### src/hdl/dpci_pkg.sv
package dpci_pkg;

  localparam logic [15:0] TEXT_PORT = 16'h00E9;
  localparam logic [15:0] CMD_PORT  = 16'h00EA;
  localparam logic [7:0]  END_MARK  = 8'hFF;
  localparam logic [7:0]  CHAR_LF   = 8'h0A;
  localparam logic [7:0]  CHAR_CR   = 8'h0D;
  localparam logic [7:0]  CHAR_NUL  = 8'h00;
  localparam logic [7:0]  NUM_GROUPS   = 8'd1;
  localparam logic [7:0]  NUM_COMMANDS = 8'd1;
  localparam logic [7:0]  STATUS_BAD  = 8'h00;
  localparam logic [7:0]  STATUS_GOOD = 8'h01;

  localparam logic [7:0] IDENT_BYTES [32] = '{
    8'h43, 8'h4F, 8'h4D, 8'h4D, 8'h41, 8'h4E, 8'h44, 8'h3A,
    8'h53, 8'h46, 8'h48, 8'h42, 8'h5F, 8'h78, 8'h38, 8'h36,
    8'h45, 8'h4D, 8'h55, 8'h00, 8'h00, 8'h00, 8'h00, 8'h00,
    8'h00, 8'h00, 8'h00, 8'h00, 8'h00, 8'h00, 8'h00, 8'h00
  };

  typedef enum logic [1:0] {
    MODE_IDLE     = 2'd0,
    MODE_GROUP    = 2'd1,
    MODE_CMD      = 2'd2,
    MODE_ACCEPTED = 2'd3
  } mode_t;

  typedef enum logic [1:0] {
    ST_IDENT   = 2'd0,
    ST_INVALID = 2'd1,
    ST_VALID   = 2'd2,
    ST_UNUSED  = 2'd3
  } status_t;

  typedef enum logic [1:0] {
    NL_NONE = 2'd0,
    NL_LF   = 2'd1,
    NL_CR   = 2'd2
  } nl_kind_t;

endpackage

### src/hdl/debug_port_command_interpreter.sv
// Channel  Direction  Handshake           Payload
// in       input      in_valid/in_stall   in_opcode, in_port_address, in_write_data
// out      output     out_valid/out_stall out_read_data, out_claimed
//
// One item per cycle sustained while out is not stalled; an item's result
// reaches out through the input register, then the result register.
// Decode and state update sit between the input register and result register.
// rst_n is synchronous and active low; it clears mode, status, line tracking
// and both valid flags.
// A stall on out holds the result register and then the input register;
// in_stall rises only while both are full.
module debug_port_command_interpreter #(
  parameter int IDENT_LENGTH = 19
) (
  input  logic        clk,
  input  logic        rst_n,
  input  logic        in_valid,
  output logic        in_stall,
  input  logic        in_opcode,
  input  logic [15:0] in_port_address,
  input  logic [7:0]  in_write_data,
  output logic        out_valid,
  input  logic        out_stall,
  output logic [7:0]  out_read_data,
  output logic        out_claimed
);
  import dpci_pkg::*;

  localparam logic [4:0] IdentLen = 5'(IDENT_LENGTH);

  logic        in_vld_r;
  logic        op_r;
  logic [15:0] port_r;
  logic [7:0]  data_r;

  logic        out_vld_r;
  logic [7:0]  rd_r, rd_nxt;
  logic        claim_r, claim_nxt;

  mode_t       mode_r, mode_nxt;
  status_t     status_r, status_nxt;
  logic [4:0]  rd_idx_r, rd_idx_nxt;
  logic [4:0]  cnt_r, cnt_nxt;
  logic        mis_r, mis_nxt;
  nl_kind_t    nl_r, nl_nxt;

  logic        advance;
  logic        fire;
  logic        line_end;

  assign advance   = !out_vld_r || !out_stall;
  assign fire      = in_vld_r && advance;
  assign in_stall  = in_vld_r && !advance;
  assign out_valid = out_vld_r;
  assign out_read_data = rd_r;
  assign out_claimed   = claim_r;

  always_comb begin
    mode_nxt   = mode_r;
    status_nxt = status_r;
    rd_idx_nxt = rd_idx_r;
    cnt_nxt    = cnt_r;
    mis_nxt    = mis_r;
    nl_nxt     = nl_r;
    rd_nxt     = 8'h00;
    claim_nxt  = 1'b0;
    line_end   = 1'b0;
    if (fire) begin
      if (port_r == TEXT_PORT) begin
        claim_nxt = 1'b1;
        if (op_r) begin
          rd_nxt = TEXT_PORT[7:0];
        end else if (data_r == CHAR_LF || data_r == CHAR_CR) begin
          if (nl_r == NL_NONE) begin
            line_end = 1'b1;
            nl_nxt   = (data_r == CHAR_LF) ? NL_LF : NL_CR;
          end else if ((nl_r == NL_LF && data_r == CHAR_LF) ||
                       (nl_r == NL_CR && data_r == CHAR_CR)) begin
            line_end = 1'b1;
          end else begin
            nl_nxt = NL_NONE;
          end
        end else if (data_r != CHAR_NUL) begin
          if (!mis_r && cnt_r < IdentLen && data_r == IDENT_BYTES[cnt_r]) begin
            cnt_nxt = cnt_r + 5'd1;
          end else begin
            mis_nxt = 1'b1;
          end
        end
        if (line_end) begin
          if (!mis_r && cnt_r == IdentLen) begin
            mode_nxt   = MODE_GROUP;
            status_nxt = ST_INVALID;
          end
          cnt_nxt = 5'd0;
          mis_nxt = 1'b0;
        end
      end else if (port_r == CMD_PORT) begin
        if (op_r) begin
          claim_nxt = 1'b1;
          case (status_r)
            ST_IDENT: begin
              if (rd_idx_r < IdentLen) begin
                rd_nxt     = IDENT_BYTES[rd_idx_r];
                rd_idx_nxt = rd_idx_r + 5'd1;
              end else begin
                rd_nxt     = END_MARK;
                rd_idx_nxt = 5'd0;
              end
            end
            ST_INVALID: begin
              mode_nxt = MODE_GROUP;
              rd_nxt   = STATUS_BAD;
            end
            ST_VALID: begin
              case (mode_r)
                MODE_GROUP, MODE_CMD: begin
                  rd_nxt = STATUS_GOOD;
                end
                MODE_ACCEPTED: begin
                  mode_nxt   = MODE_IDLE;
                  status_nxt = ST_IDENT;
                  rd_nxt     = STATUS_GOOD;
                end
                default: begin
                  mode_nxt   = MODE_GROUP;
                  status_nxt = ST_INVALID;
                  rd_nxt     = STATUS_BAD;
                end
              endcase
            end
            default: begin
              rd_nxt = END_MARK;
            end
          endcase
        end else if (mode_r != MODE_IDLE) begin
          claim_nxt = 1'b1;
          case (mode_r)
            MODE_GROUP: begin
              if (data_r >= NUM_GROUPS) begin
                status_nxt = ST_INVALID;
              end else begin
                status_nxt = ST_VALID;
                mode_nxt   = MODE_CMD;
              end
            end
            MODE_CMD: begin
              if (data_r >= NUM_COMMANDS) begin
                status_nxt = ST_INVALID;
                mode_nxt   = MODE_GROUP;
              end else begin
                status_nxt = ST_VALID;
                mode_nxt   = MODE_ACCEPTED;
              end
            end
            default: begin
            end
          endcase
        end
      end
    end
  end

  always_ff @(posedge clk) begin
    if (!rst_n) begin
      in_vld_r  <= 1'b0;
      out_vld_r <= 1'b0;
      mode_r    <= MODE_IDLE;
      status_r  <= ST_IDENT;
      rd_idx_r  <= 5'd0;
      cnt_r     <= 5'd0;
      mis_r     <= 1'b0;
      nl_r      <= NL_NONE;
    end else begin
      if (!in_stall) begin
        in_vld_r <= in_valid;
      end
      if (advance) begin
        out_vld_r <= in_vld_r;
      end
      mode_r   <= mode_nxt;
      status_r <= status_nxt;
      rd_idx_r <= rd_idx_nxt;
      cnt_r    <= cnt_nxt;
      mis_r    <= mis_nxt;
      nl_r     <= nl_nxt;
    end
  end

  always_ff @(posedge clk) begin
    if (!in_stall) begin
      op_r   <= in_opcode;
      port_r <= in_port_address;
      data_r <= in_write_data;
    end
    if (fire) begin
      rd_r    <= rd_nxt;
      claim_r <= claim_nxt;
    end
  end

  a_mode_status: assert property (@(posedge clk) disable iff (!rst_n)
    (mode_r == MODE_IDLE) == (status_r == ST_IDENT))
    else $error("mode and status out of step");

  a_status_used: assert property (@(posedge clk) disable iff (!rst_n)
    status_r != ST_UNUSED)
    else $error("unused status code reached");

  a_cnt_bound: assert property (@(posedge clk) disable iff (!rst_n)
    cnt_r <= IdentLen)
    else $error("line match count past identifier length");

  a_unclaimed_zero: assert property (@(posedge clk) disable iff (!rst_n)
    out_vld_r && !claim_r |-> rd_r == 8'h00)
    else $error("unclaimed access returned data");

endmodule
### config.mk
export PLATFORM = sky130hd
export DESIGN_NAME = debug_port_command_interpreter
export DESIGN_NICKNAME = d
export VERILOG_FILES = /design/src/hdl/dpci_pkg.sv /design/src/hdl/debug_port_command_interpreter.sv
export SDC_FILE = /design/constraint.sdc
export NUM_CORES = 1
export LEC_CHECK = 0
export BUFFER_PORTS_ARGS = -buffer_cell sky130_fd_sc_hd__buf_2
export CAP_MARGIN = 30
export CORE_ASPECT_RATIO = 0.9
export CORE_UTILIZATION = 30
export DETAILED_ROUTE_END_ITERATION = 16
export PLACE_DENSITY_LB_ADDON = 0.12
export SETUP_SLACK_MARGIN = 0.02
export SLEW_MARGIN = 20
export SYNTH_ARGS = -nofsm -noshare
export SYNTH_HDL_FRONTEND = slang
export SYNTH_SLANG_ARGS = --single-unit
### constraint.sdc
create_clock -name clk -period 5.1 [get_ports clk]
set_input_delay 0.51 -clock clk [delete_from_list [all_inputs] [get_ports clk]]
set_output_delay 0.51 -clock clk [all_outputs]
set_load 0.02 [all_outputs]
## Word-level counts from Yosys, hierarchy flattened

Memory sizes are Yosys's and may differ from the RTL's.
Index checks and enable logic that the tools add are counted.
Widths: inputs -> output; s select.

| storage, ports and cells | value |
|---|---|
| flip-flop bits (word level) | 53 |
| memory bits (read-only) | 512 |
| output and inout bits | 11 |
| word-level logic and storage cells | 134 |
| memories kept | 2 |

Memory list:

| memory | depth | width | rd ports | clocked after Yosys merged registers in | wr ports | RTL line | RTL |
|---|---|---|---|---|---|---|---|
| (name not given) | 32 | 8 | 1 | 0 | 0 | debug_port_command_interpreter.sv:104 | `rd_nxt = IDENT_BYTES[rd_idx_r];` |
| (name not given) | 32 | 8 | 1 | 0 | 0 | debug_port_command_interpreter.sv:84 | `if (!mis_r && cnt_r < IdentLen && data_r == IDENT_BYTES[cnt_r]) begin` |

| cells by class | value |
|---|---|
| add/subtract/negate cells | 2 |
| magnitude comparators | 5 |
| equality and inequality tests | 24 |
| mux-type cells | 52 |
| bitwise gates (word level) | 4 |
| reductions and logical operators | 32 |

Operator list:

| cell | count |
|---|---|
| $mux 8 | 9 |
| $mux 2 | 18 |
| $eq 16x8->1 const B | 2 |
| $mux 5 | 6 |
| $pmux 8 s3 | 1 |
| $eq 8x4->1 const B | 2 |
| $mux 1 | 15 |
| $ge 6x6->1 const B | 2 |
| $not 5->6 | 2 |
| $pmux 2 s2 | 3 |
| $reduce_and 6->1 | 2 |
| $add 5x1->5 const B | 2 |
| $lt 5x5->1 const B | 2 |
| $ne 2x1->1 const B | 5 |
| $reduce_and 5->1 | 2 |
| $reduce_and 9->1 | 1 |
| $eq 2x2->1 const B | 4 |
| $eq 8x8->1 | 1 |
| $ge 8x1->1 const B | 1 |
| $ne 4x4->1 const B | 2 |
| $reduce_and 8->1 | 1 |
| $reduce_bool 2->1 | 4 |
| $reduce_bool 8->1 | 1 |
| $logic_and 1x1->1 | 7 |
| other kinds (14) | 24 |

## Depth between registers and ports, before layout

| logic depth | value |
|---|---|
| depth in word-level cells | 11 |
| depth in mapped cells | 10 |
| gate-level depth less buffers | 10 |

## Least setup slack after synthesis

OpenSTA, ideal clock, no wires.

| timing path | value |
|---|---|
| kind | register to register |
| start | register cnt_r[1] |
| end | register cnt_r[0] |
| arrival time | 2.346 ns |
| required time | 5.026 ns |
| setup slack | 2.680 ns |
| cell stages (with the launch flop) | 11 |
| buffers on the path | 0 |
| cell sequence | dfxtp_1 > ha_1 > inv_1 > ha_1 > nand3b_1 > o31ai_1 > xor2_1 > a2111oi_1 > nand4_2 > or4_1 > o21ai_0 |

| between the ends | value |
|---|---|
| longest elaborated chain between the ends | 8 |

Ends and longest elaborated chain:

| item | RTL line | RTL |
|---|---|---|
| start: declaration | debug_port_command_interpreter.sv:43 | `logic [4:0] cnt_r, cnt_nxt;` |
| start signal: assignment | debug_port_command_interpreter.sv:184 | `cnt_r <= cnt_nxt;` |
| $not 5->6 (implied by the code) | debug_port_command_interpreter.sv:84 |  |
| $mem_v2 32x8 | - |  |
| $mux 8 (implied by the code) (2 in series) | debug_port_command_interpreter.sv:84 |  |
| $eq 8x8->1 | debug_port_command_interpreter.sv:84 |  |
| $logic_and 1x1->1 * | debug_port_command_interpreter.sv:84 |  |
| $reduce_bool 2->1 (no line) * | - |  |
| $reduce_and 6->1 (no line) * | - |  |

Mark *: on every way between the ends. The rest lies on a longest branch, timed or not. The select of a mux whose other input is x is not followed.
A chain may end at the register's enable or synchronous reset.

## Final worst setup path

| timing path | value |
|---|---|
| start | register cnt_r[2] |
| end | register cnt_r[0] |

The elaborated chain is that of the path after synthesis.

==> impl_metrics.json <==
{
  "cp-start-kind": "flip-flop",
  "cts_sinks": 53,
  "p_per_area_mw_per_mm2": 248,
  "status": "completed",
  "hold_class": "input port to flip-flop",
  "path_clk_slew_ns": 0.07,
  "critical_path_class": "flip-flop to flip-flop",
  "cp.buffers_inverters": 1,
  "grt_pass1_wl_um": 11100,
  "crit_chain": "inv_1 > ha_1 > nand3b_1 > o31ai_1 > xor2_1 > a2111oi_1 > nand4_2 > or4_1 > o21ai_0",
  "synthTopCellsByArea": "edfxtp_1 32%, dfxtp_1 12%, ha_1 9.8%",
  "yosysWarnings": 0,
  "swShare_pct": 20.6,
  "track_usage_pct": 12.3,
  "num_vias": 2401,
  "place_congestion": 0.823,
  "fin_crit_ns": 2.81,
  "ant_nets": 0,
  "wl_um": 6620,
  "cts_setup_buffers": 0,
  "place.port_buffers": 39,
  "ys_seq_elements": 53,
  "required_ns": 5.31,
  "synth.top_cell.area_share_pct": 31.9,
  "intPower_uw": 724,
  "cts_resized": 0,
  "max_freq_mhz": 356,
  "die_w_um": 111,
  "syn_inst": 322,
  "fillers": 1049,
  "ir_drop_v": 0.000147,
  "r2r-start": "cnt_r[2]",
  "finalCritPeriodShare_pct": 55.1,
  "dpl.hpwl_um": 4880,
  "dr.pass1.iters": 4,
  "pwr-share-comb_pct": 4.6,
  "avgRoutedWirePerCell_um": 13.6,
  "diodes": 0,
  "dieArea_mm2": 0.0111,
  "maxSlewViolCount": 0,
  "switching_power_uw": 188,
  "syn_avg_cell_area_um2": 9.96,
  "layout-drive-gt1-share_pct": 16.5,
  "ys_types": 62,
  "hp-start": "in_port_address[13]",
  "postSynthNetCount": 376,
  "ios": 40,
  "cts-root-buf": "clkbuf_16",
  "yosysTopAreaCell": "edfxtp_1",
  "synth_edf_count": 34,
  "die_y_um": 100,
  "grt_overflow": 0,
  "grt_max_degree": 27,
  "clock_latency_ns": 0.29,
  "drt_iter0_drc": 113,
  "critPathArrivalTime_ns": 3.02,
  "yosysMostFrequentCell": "edfxtp_1",
  "finClkSkew_ns": 0.00703,
  "syn_to_final_growth_pct": 14.6,
  "cts-buffers-inserted": 5,
  "cp_slowest_cell": "dfxtp_1",
  "drc_errors": 0,
  "final_util_pct": 35.5,
  "layout.cells.non_filler": 487,
  "relSlewSlack_pct": 46.1,
  "p_clk_share_pct": 42.5,
  "synth_common_cells": "34 x edfxtp_1, 28 x nand2_1, 26 x nor2_1",
  "seqPwrFrac_pct": 52.9,
  "critPathLaunch": "cnt_r[2]",
  "drv_cap": 0,
  "antenna_found_initial": 0,
  "cts_tree": "yes",
  "power.leakage_uw": 0.00141,
  "end_kind": "flip-flop",
  "fp-row-count": 35,
  "netlist_area_mm2": 0.00321,
  "yosysSeqAreaShare_pct": 43.7,
  "cts_hold_buffers": 0,
  "start_util_pct": 31.0,
  "clock_path_buffers": 2,
  "cp_top_family": "simple AND/OR/NAND/NOR gates",
  "hold_viol": 0,
  "dp.cells": 479,
  "setup_violations": 0,
  "htreeDepth": 2,
  "nNetsFinal": 411,
  "synthArstFlopShare_pct": 0,
  "synth_ff_type": "edfxtp_1",
  "grt_pass1_vias": 2237,
  "vias_per_cell": 4.93,
  "rsz0062_at_grt": "false",
  "worst_pin_slew_ns": 0.807,
  "crit_fanout": 17,
  "cp_slowest_stage_delay_ns": 0.68,
  "core_area_mm2": 0.0103,
  "tns_ns": 0
}
[power groups by stage]
stage / Combinational [µW] / Sequential, µW / Clock [µW]
global route: 46.7 / 484 / 416
floorplan: 21.6 / 493 / 0
CTS: 42.9 / 483 / 399
global placement: 42.9 / 492 / 0
detailed placement: 42.8 / 493 / 0
finish: 42.3 / 483 / 388
[worst register-to-register path: cells and delay by family (launching register included)]
family / cells / cell delay, ns
and+or+nand+nor: 3 / 0.85
buffers and inverters: 1 / 0.21
DFF: 1 / 0.68
xor gates and xnor gates: 1 / 0.16
AOI/OAI and AO/OA: 3 / 0.57
adders and majority gates: 1 / 0.28
[final cells by class]
cell class,instances,area (µm²),share of cell area [%]
clock buffers,5,125,3.41
clock inverters,3,45.0,1.23
inverters,23,86.3,2.35
multi-input cells,234,1650,45.0
flip-flops and latches,53,1400,38.1
well taps,129,161,4.39
repair buffers,40,203,5.52
[stage by stage]
step | instance area (µm²) | setup WS (ns) | total power, µW | hold slack [ns]
final | 3670 | 2.29 | 913 | 0.392
after floorplan | 3210 | 2.68 | 514 | 0.450
after detailed placement | 3500 | 2.28 | 535 | 0.482
after CTS | 3670 | 2.27 | 925 | 0.385
after global routing | 3670 | 2.06 | 947 | 0.380
after global placement | 3500 | 2.32 | 535 | 0.475
[layer usage]
layer / track usage, % / share of wire, %
met4: 3.16 / 0.54
met2: 19.8 / 45
met1: 17.4 / 51
met5: 0 / 0
met3: 1.81 / 3.1
[path summary, 6_finish.rpt]
| check | slack [ns] | end | depth (start not counted) |
|---|---|---|---|
| setup / recovery | 2.29 | cnt_r[0] | 9 |
| hold / removal | 0.39 | port_r[13] | 1 |
| setup reg to reg | 2.29 | cnt_r[0] | 9 |
| hold reg to reg | 0.49 | status_r[0] | 2 |
[cells in the final DEF (no fill, tap or decap), types with 3 or more instances in the layout]
cell type,instances
a211oi_1,5
a21boi_0,3
a21oi_1,13
a31oi_1,4
and2_1,5
and3_1,4
buf_2,39
clkbuf_16,5
dfxtp_1,19
edfxtp_1,34
ha_1,25
inv_1,23
mux2i_1,6
nand2_1,28
nand2b_1,4
nand3_1,10
nand3b_1,6
nand4_1,3
nor2_1,26
nor2b_1,6
nor3_1,5
nor3b_1,3
nor3b_2,3
o21a_1,4
o21ai_0,14
o21ai_1,5
o31ai_1,3
or3_1,3
xor2_1,4
[registers in the layout, indices dropped and copies added (netlist names), 2 cells and up]
name and flops:
port_r 16, data_r 8, out_read_data 8, cnt_r 5
rd_idx_r 5, mode_r 2, nl_r 2, status_r 2
[logic make-up (layout without fill, tap and decap cells)]
logic type                 Yosys count  after routing  share of synthesized area, %
muxes                                6              6                          1.87
buffers and inverters               35             71                          4.76
adders and majority gates           25             25                          9.76
AOI/OAI and AO/OA                   76             76                          16.9
xor gates and xnor gates             6              6                          1.64
and+or+nand+nor                    121            121                          21.4
DFF                                 53             53                          43.7
Power figures use the tool's default switching activity.
